### config.mk
export PLATFORM = sky130hd
export DESIGN_NAME = xor_checked_frame_sync
export DESIGN_NICKNAME = d
export VERILOG_FILES = /design/src/rtl/fsync_pkg.sv /design/src/rtl/fsync_fifo.sv /design/src/rtl/fsync_front.sv /design/src/rtl/xor_checked_frame_sync.sv
export SDC_FILE = /design/constraint.sdc
export NUM_CORES = 2
export LEC_CHECK = 0
export BUFFER_PORTS_ARGS = -buffer_cell sky130_fd_sc_hd__buf_2
export CORE_ASPECT_RATIO = 0.8
export CORE_UTILIZATION = 55
export CTS_CLUSTER_SIZE = 12
export DETAILED_ROUTE_END_ITERATION = 16
export PLACE_DENSITY_LB_ADDON = 0.25
export SLEW_MARGIN = 10
export SYNTH_ARGS = -nofsm -noshare
export SYNTH_HDL_FRONTEND = slang
export SYNTH_HIERARCHICAL = 1
export SYNTH_SLANG_ARGS = --single-unit
export TNS_END_PERCENT = 5
### constraint.sdc
create_clock -name clk -period 3.5 [get_ports clk]
set_input_delay 0.175 -clock clk [delete_from_list [all_inputs] [get_ports clk]]
set_output_delay 0.175 -clock clk [all_outputs]
set_load 0.1 [all_outputs]
### src/rtl/fsync_pkg.sv
// shared constants, types and helpers of the frame synchroniser
`timescale 1ns / 1ps
`default_nettype none
package fsync_pkg;

  localparam int MAX_FRAME  = 64;
  localparam int WIN_AW     = $clog2(MAX_FRAME);
  localparam int LEN_W      = WIN_AW + 1;
  localparam int BYTE_W     = 8;
  localparam int HELD_W     = 8;
  localparam int FIFO_DEPTH = MAX_FRAME;
  localparam int FIFO_AW    = $clog2(FIFO_DEPTH);
  localparam int ROOM_W     = FIFO_AW + 1;
  localparam int CFG_IDX_W  = 1;
  localparam int CFG_DW     = 8;

  localparam logic [HELD_W-1:0] FLUSH_LIMIT   = HELD_W'(128);
  localparam logic [LEN_W-1:0]  FRAME_LEN_RST = LEN_W'(8);
  localparam logic [LEN_W-1:0]  FRAME_LEN_MIN = LEN_W'(2);
  localparam logic [LEN_W-1:0]  FRAME_LEN_MAX = LEN_W'(MAX_FRAME);

  localparam logic [CFG_IDX_W-1:0] REG_PACKET_ID    = CFG_IDX_W'(0);
  localparam logic [CFG_IDX_W-1:0] REG_FRAME_LENGTH = CFG_IDX_W'(1);

  typedef struct packed {
    logic [BYTE_W-1:0] data;
    logic              last;
  } fs_word_t;

  // clamp the programmed length into the supported range
  function automatic logic [LEN_W-1:0] eff_len(input logic [LEN_W-1:0] fl);
    logic [LEN_W-1:0] len;
    len = fl;
    if (len < FRAME_LEN_MIN) len = FRAME_LEN_MIN;
    if (len > FRAME_LEN_MAX) len = FRAME_LEN_MAX;
    return len;
  endfunction

endpackage
`default_nettype wire

### src/rtl/fsync_fifo.sv
// result word queue with registered head
`timescale 1ns / 1ps
`default_nettype none
module fsync_fifo (
  input  wire logic               clk,
  input  wire logic               rst_n,
  input  wire logic               q_push,
  input  wire fsync_pkg::fs_word_t q_word,
  output logic [fsync_pkg::ROOM_W-1:0] q_room,
  output logic                    out_empty,
  input  wire logic               out_pop,
  output fsync_pkg::fs_word_t     out_word
);
  import fsync_pkg::*;

  fs_word_t               mem [FIFO_DEPTH];
  logic [FIFO_AW-1:0]     wptr_r;
  logic [FIFO_AW-1:0]     rptr_r;
  logic [ROOM_W-1:0]      cnt_r;
  logic [ROOM_W-1:0]      cnt_nxt;
  fs_word_t               head_r;
  logic                   head_vld_r;
  logic                   load;

  // head register refills from memory once the previous word has left
  assign load      = (cnt_r != '0) && (!head_vld_r || out_pop);
  assign out_empty = !head_vld_r;
  assign out_word  = head_r;
  assign q_room    = ROOM_W'(FIFO_DEPTH) - cnt_r;

  always_comb begin
    cnt_nxt = cnt_r;
    if (q_push) cnt_nxt = cnt_nxt + ROOM_W'(1);
    if (load)   cnt_nxt = cnt_nxt - ROOM_W'(1);
  end

  always_ff @(posedge clk) begin
    if (q_push) mem[wptr_r] <= q_word;
    if (load)   head_r <= mem[rptr_r];
  end

  always_ff @(posedge clk) begin
    if (!rst_n) begin
      wptr_r     <= '0;
      rptr_r     <= '0;
      cnt_r      <= '0;
      head_vld_r <= 1'b0;
    end else begin
      cnt_r <= cnt_nxt;
      if (q_push) wptr_r <= wptr_r + FIFO_AW'(1);
      if (load) begin
        rptr_r     <= rptr_r + FIFO_AW'(1);
        head_vld_r <= 1'b1;
      end else if (out_pop) begin
        head_vld_r <= 1'b0;
      end
    end
  end

  a_no_overflow : assert property (@(posedge clk) disable iff (!rst_n)
    q_push |-> (cnt_r != ROOM_W'(FIFO_DEPTH)))
    else $error("fsync_fifo: push into full queue");

  a_head_fill : assert property (@(posedge clk) disable iff (!rst_n)
    (cnt_r != '0) && !head_vld_r |=> head_vld_r)
    else $error("fsync_fifo: head not refilled");

endmodule
`default_nettype wire

### src/rtl/fsync_front.sv
// byte window, xor check and frame readout
`timescale 1ns / 1ps
`default_nettype none
module fsync_front (
  input  wire logic                            clk,
  input  wire logic                            rst_n,
  input  wire logic                            in_push,
  output logic                                 in_full,
  input  wire logic [fsync_pkg::BYTE_W-1:0]    in_rx_byte,
  input  wire logic                            cfg_valid,
  output logic                                 cfg_ready,
  input  wire logic [fsync_pkg::CFG_IDX_W-1:0] cfg_index,
  input  wire logic [fsync_pkg::CFG_DW-1:0]    cfg_data,
  input  wire logic [fsync_pkg::ROOM_W-1:0]    q_room,
  output logic                                 q_push,
  output fsync_pkg::fs_word_t                  q_word
);
  import fsync_pkg::*;

  typedef enum logic [1:0] {ST_IDLE, ST_CHECK, ST_WAIT, ST_READ} state_t;

  // each entry: received byte and running xor of everything before it
  logic [2*BYTE_W-1:0]  win_mem [MAX_FRAME];
  logic [2*BYTE_W-1:0]  rdata_r;

  state_t               state_r;
  logic [BYTE_W-1:0]    packet_id_r;
  logic [LEN_W-1:0]     frame_len_r;
  logic [WIN_AW-1:0]    wptr_r;
  logic [BYTE_W-1:0]    pref_r;
  logic [HELD_W-1:0]    held_r;
  logic [WIN_AW-1:0]    rptr_r;
  logic [LEN_W-1:0]     remain_r;
  logic                 push_r;
  logic                 last_r;

  logic [LEN_W-1:0]     len;
  logic                 accept;
  logic [WIN_AW-1:0]    raddr;
  logic                 is_frame;

  assign len       = eff_len(frame_len_r);
  assign in_full   = (state_r != ST_IDLE);
  assign accept    = in_push && (state_r == ST_IDLE);
  assign cfg_ready = 1'b1;

  // while idle, fetch the oldest byte of the window ending at the new byte
  assign raddr = (state_r == ST_READ) ? rptr_r
               : wptr_r - len[WIN_AW-1:0] + WIN_AW'(1);

  // whole-window xor is zero exactly when the checksum byte matches
  assign is_frame = (held_r >= HELD_W'(len))
                 && (rdata_r[2*BYTE_W-1:BYTE_W] == packet_id_r)
                 && ((pref_r ^ rdata_r[BYTE_W-1:0]) == '0);

  assign q_push      = push_r;
  assign q_word.data = rdata_r[2*BYTE_W-1:BYTE_W];
  assign q_word.last = last_r;

  always_ff @(posedge clk) begin
    if (accept) win_mem[wptr_r] <= {in_rx_byte, pref_r};
    rdata_r <= win_mem[raddr];
  end

  always_ff @(posedge clk) begin
    if (!rst_n) begin
      state_r     <= ST_IDLE;
      packet_id_r <= '0;
      frame_len_r <= FRAME_LEN_RST;
      wptr_r      <= '0;
      pref_r      <= '0;
      held_r      <= '0;
      push_r      <= 1'b0;
    end else begin
      push_r <= 1'b0;
      if (cfg_valid) begin
        unique case (cfg_index)
          REG_PACKET_ID:    packet_id_r <= cfg_data;
          REG_FRAME_LENGTH: frame_len_r <= cfg_data[LEN_W-1:0];
          default:          ;
        endcase
      end
      unique case (state_r)
        ST_IDLE: begin
          if (in_push) begin
            wptr_r  <= wptr_r + WIN_AW'(1);
            pref_r  <= pref_r ^ in_rx_byte;
            if (held_r != '1) held_r <= held_r + HELD_W'(1);
            state_r <= ST_CHECK;
          end
        end
        ST_CHECK: begin
          if (is_frame) begin
            held_r   <= '0;
            rptr_r   <= wptr_r - len[WIN_AW-1:0];
            remain_r <= len;
            state_r  <= ST_WAIT;
          end else begin
            if (held_r > FLUSH_LIMIT) held_r <= '0;
            state_r <= ST_IDLE;
          end
        end
        ST_WAIT: begin
          // whole frame must fit in the queue before readout starts
          if (q_room >= len) state_r <= ST_READ;
        end
        ST_READ: begin
          rptr_r   <= rptr_r + WIN_AW'(1);
          remain_r <= remain_r - LEN_W'(1);
          push_r   <= 1'b1;
          last_r   <= (remain_r == LEN_W'(1));
          if (remain_r == LEN_W'(1)) state_r <= ST_IDLE;
        end
        default: state_r <= ST_IDLE;
      endcase
    end
  end

  a_check_after_accept : assert property (@(posedge clk) disable iff (!rst_n)
    (state_r == ST_CHECK) |-> $past(accept))
    else $error("fsync_front: check without a received byte");

  a_read_count_clear : assert property (@(posedge clk) disable iff (!rst_n)
    (state_r == ST_READ) |-> (held_r == '0))
    else $error("fsync_front: held count not cleared during readout");

  a_last_ends_read : assert property (@(posedge clk) disable iff (!rst_n)
    (push_r && last_r) |-> (state_r == ST_IDLE))
    else $error("fsync_front: readout continues past frame end");

endmodule
`default_nettype wire

### src/rtl/xor_checked_frame_sync.sv
// Each received byte occupies the input while it is stored, then window-checked.
// On a match, readout starts once the result queue has room for the frame and
// then moves one frame byte per cycle; input is held until the last frame byte
// has been read out of the window.
// Synchronous active-low reset clears control state and loads register defaults;
// the window memory is not cleared, so no reset sweep is needed.
`timescale 1ns / 1ps
`default_nettype none
module xor_checked_frame_sync (
  input  wire logic                            clk,
  input  wire logic                            rst_n,
  input  wire logic                            in_push,
  output logic                                 in_full,
  input  wire logic [fsync_pkg::BYTE_W-1:0]    in_rx_byte,
  output logic                                 out_empty,
  input  wire logic                            out_pop,
  output logic [fsync_pkg::BYTE_W-1:0]         out_frame_byte,
  output logic                                 out_frame_end,
  input  wire logic                            cfg_valid,
  output logic                                 cfg_ready,
  input  wire logic [fsync_pkg::CFG_IDX_W-1:0] cfg_index,
  input  wire logic [fsync_pkg::CFG_DW-1:0]    cfg_data
);
  import fsync_pkg::*;

  logic              q_push;
  fs_word_t          q_word;
  logic [ROOM_W-1:0] q_room;
  fs_word_t          out_word;

  fsync_front u_front (
    .clk        (clk),
    .rst_n      (rst_n),
    .in_push    (in_push),
    .in_full    (in_full),
    .in_rx_byte (in_rx_byte),
    .cfg_valid  (cfg_valid),
    .cfg_ready  (cfg_ready),
    .cfg_index  (cfg_index),
    .cfg_data   (cfg_data),
    .q_room     (q_room),
    .q_push     (q_push),
    .q_word     (q_word)
  );

  fsync_fifo u_fifo (
    .clk       (clk),
    .rst_n     (rst_n),
    .q_push    (q_push),
    .q_word    (q_word),
    .q_room    (q_room),
    .out_empty (out_empty),
    .out_pop   (out_pop),
    .out_word  (out_word)
  );

  assign out_frame_byte = out_word.data;
  assign out_frame_end  = out_word.last;

endmodule
`default_nettype wire

==> results.md <==
- Congestion Overflow GR: 0
- Launch point of the critical path: u_front/frame_len_r[5]
- Async set-or-reset flop fraction in the synthesized netlist: 0%
- Worst Slack Setup Final: -0.669 ns
- Critical Path Source Type: flop
- Share of total power in the clock network: 30.5%
- Dpl hpwl: 108000 um
- CTS Buffer Depth: 3
- Switching component of the power: 16300 uW
- Type of the tightest min-delay check: in -> reg
- Measured slew at the worst slew-check pin: ~1.2 ns
- Launch point of the worst hold path: in_rx_byte[6]
- Post-synthesis sequential element count: 1699
- Final-layout worst hold slack: between 0.07 and 0.08 ns
- DRC violations left: 0
- Synthesized instance count: around 4400
- Starting density of the core: 55.7%
- Share of final-layout standard cells stronger than drive strength 1: 21.0%
- Leakage power figure: 0.0263 uW
- Vias per inst: 6.28
- Number of hold-slack violations in the final timing report: 0
- Data arrival time of the critical path: 4.82 ns
- Number of I/O port buffers: 32
- RSZ-0062 raised after global routing: yes
- Pin count of the biggest net entering global routing: 66
- Max capacitance violation total: 0
- Period utilisation layout: 119%
- Worst rel slew slack: 18.0%
- Post-Syn Area per Cell: 15.5 um2
- Internal power consumption: slightly below 40000 uW
- Power Density: between 600 and 700 nW/um2
- Via count: 41200
- Routed wirelength normalized by instance count: 27.0 um
- Number of enable flip-flop cells after synthesis: 1623
- Die ar.: 127000 um2
- First-pass GRT wire length: 260000 um
- Wirelength, routed: between 150000 and 200000 um
- Peak VDD IR: ~0.00064 V
- Clk sink count: between 1500 and 2000
- Total I/O pin count: 34
- Final worst clock skew: 0.0358 ns
- Result of the run: finished, violations left
- Top FF cell, synth: sky130_fd_sc_hd__edfxtp_1
- Max FO, Critical Path: 16
- Sequential area share after synthesis: 73.0%
- Placeable core region: 123000 um2
- Pre-CTS setup slack: -0.954 ns
- Part of the power in combinational logic: 25.9%
- Placer's final routability congestion estimate: 0.935
- DRC marker count from the first detailed-route iteration: 5621
- Worst reg2reg path startpoint: u_front/frame_len_r[5]
- Post-route cell area: 79800 um2
- Total Routing Usage GR: 27.9%
- Synth unique cells: 79
- Register share of total power: 43.6%
- Insertion delay of the later-clocked pin in the worst-skew pair: 0.79 ns
- Slew Limit Fails: 0
- Nets in the synthesized netlist: 4500
- Net switching share of the total power: 29.8%
- Initial antenna violation count: 1
- End-of-flow core utilization: 64.6%
- Floorplan die height: 318 um
- Sort of element at the end of the critical path: flop
- Synthesized cell area: 68800 um2
- Category of the most critical setup path: reg -> reg
- Cell Rows: 115
- Tmin final: ~4.2 ns
- # nets final: roughly 4900
- P&R area growth vs syn: 16.0%
- Antenna-violating nets left: 0
- Power, Total: 54900 uW
- H-tree lvl count: 4
- Yosys warning count: 6
- Cell at the root of the clock tree: sky130_fd_sc_hd__clkbuf_16
- Violated checks: setup timing
- Data required time at the worst endpoint: 4.15 ns
- Achievable clock frequency: 240 MHz
- CTS tree: done
- Width of the die: 397 um
- Clock buffer count from CTS: 168
- Drt pass-1 iters: 6
- Post-DP Area: 73600 um2
- Final Setup Violations: 16
- Clk slew on worst S/H paths: roughly 0.060 ns
- Number of global-route vias before repair: 39100
## final timing paths
kind / end / slack [ns] / cells past startpoint
worst max-delay path: u_front/rdata_r[9] / -0.67 / 15
worst min-delay path: u_front/win_mem[16][14] / 0.07 / 1
worst max register to register: u_front/rdata_r[9] / -0.67 / 15
worst min register to register: u_front/held_r[0] / 0.53 / 2
## Yosys cell counts, drive strengths merged, types with 33 or more instances
cell	n	area [um2]
a211oi	235	1760
mux4	109	2450
buf	108	739
nand2	638	2400
o21ai	40	200
and2	228	1430
edfxtp	1623	48700
dfxtp	76	1520
a22oi	48	360
mux2	98	1170
o311ai	33	289
a21oi	39	199
clkbuf	192	721
a311oi	33	295
nand3	48	240
nor2	199	747
a31oi	200	1250
xnor2	36	330
mux2i	152	1520
## final cells by class
cell class | count | area, um2
antenna | 1 | 2.50
clock buffer | 253 | 4730
clock inverter | 27 | 254
fill | 8507 | 43700
inverter | 23 | 86.3
multi-input combinational | 2426 | 17700
sequential | 1699 | 50300
tap | 1638 | 2050
timing repair buffer | 494 | 4660
## cells by family (layout without fill, tap and decap cells)
kind of cell,count (synthesis),after routing,share of synthesized area [%]
xor gates and xnor gates,65,65,0.849
buffers and inverters,323,797,2.25
adders and majority gates,32,32,0.593
muxes,359,361,7.48
DFF,1699,1699,73.0
AOI/OAI and AO/OA,733,733,7.64
other,1,2,0.00545
and+or+nand+nor,1234,1234,8.16
## critical path, cell delays in order, from the launching register on
cell and delay [ns]:
sky130_fd_sc_hd__dfxtp_1 0.31, sky130_fd_sc_hd__or4_4 0.53, sky130_fd_sc_hd__o211a_1 0.24, sky130_fd_sc_hd__ha_2 0.18
sky130_fd_sc_hd__inv_2 0.06, sky130_fd_sc_hd__fa_2 0.45, sky130_fd_sc_hd__ha_4 0.28, sky130_fd_sc_hd__buf_6 0.14
sky130_fd_sc_hd__mux2_4 0.39, sky130_fd_sc_hd__buf_12 0.20, sky130_fd_sc_hd__and2_1 0.16, sky130_fd_sc_hd__a211oi_2 0.22
sky130_fd_sc_hd__a31oi_2 0.11, sky130_fd_sc_hd__mux2_2 0.32, sky130_fd_sc_hd__a22oi_2 0.31, sky130_fd_sc_hd__nand4_1 0.13
## placed cells by master (no fill, tap or decap), types with 27 or more instances in the layout
master                      instances
sky130_fd_sc_hd__edfxtp_1        1623
sky130_fd_sc_hd__nand2_1          637
sky130_fd_sc_hd__buf_4            369
sky130_fd_sc_hd__nor2_1           199
sky130_fd_sc_hd__a31oi_1          197
sky130_fd_sc_hd__a211oi_1         186
sky130_fd_sc_hd__clkbuf_16        175
sky130_fd_sc_hd__mux2i_1          150
sky130_fd_sc_hd__and2_0           122
sky130_fd_sc_hd__mux4_2           109
sky130_fd_sc_hd__and2_1           105
sky130_fd_sc_hd__clkbuf_1          72
sky130_fd_sc_hd__buf_12            59
sky130_fd_sc_hd__mux2_2            57
sky130_fd_sc_hd__dfxtp_1           56
sky130_fd_sc_hd__a211oi_2          49
sky130_fd_sc_hd__nand3_1           48
sky130_fd_sc_hd__mux2_4            40
sky130_fd_sc_hd__a21oi_1           37
sky130_fd_sc_hd__o21ai_0           36
sky130_fd_sc_hd__xnor2_1           34
sky130_fd_sc_hd__buf_2             32
sky130_fd_sc_hd__nand4_1           30
sky130_fd_sc_hd__xor2_1            29
sky130_fd_sc_hd__ha_1              29
sky130_fd_sc_hd__a22oi_2           29
sky130_fd_sc_hd__a311oi_1          27
## state kept, by name (all words and copies together) (netlist names), 7 cells and up, named ones only
register and count:
u_fifo/cnt_r 7, u_fifo/mem 576, u_fifo/out_word 9, u_front/frame_len_r 7
u_front/held_r 8, u_front/packet_id_r 8, u_front/pref_r 8, u_front/rdata_r 16
u_front/remain_r 7, u_front/win_mem 1024
## routing by layer
metal / vias up / share of wire [%] / wire length [um] / GRT usage, %
met3: 264 / 13 / 23100 / 8.09
met5: - / 0.0073 / 13 / 0
li1: 17900 / - / - / -
met2: 2300 / 43 / 75900 / 38.8
met4: 2 / 2.0 / 3530 / 6.79
met1: 20700 / 42 / 74600 / 43.3
## power groups by stage
stage	logic, uW	clock network, uW	registers (uW)
6_report	14200	16700	23900
5_1_grt	15000	17700	23900
4_1_cts	13900	16900	23900
3_5_place_dp	13000	0	24300
3_3_place_gp	12700	0	24300
2_1_floorplan	7760	0	24500
## stage by stage
stage          std cells  TNS (ns)
2_1_floorplan       4446     -2.93
3_3_place_gp        6247    -11.91
3_5_place_dp        6247    -12.69
4_1_cts             6560     -9.44
5_1_grt             6560    -11.09
6_report            6561     -9.67
## repair_timing
action | 4_1_cts | 5_1_grt
setup buffers | 7 | 0
gates resized for setup | 103 | 42
gates cloned | 11 | 0
endpoints found under the setup margin | 16 | 16
hold buffers | 16 | 0
pin swaps | 22 | 15
endpoints found under the hold margin | 48 | 0
(Power assumes the default switching activity.)
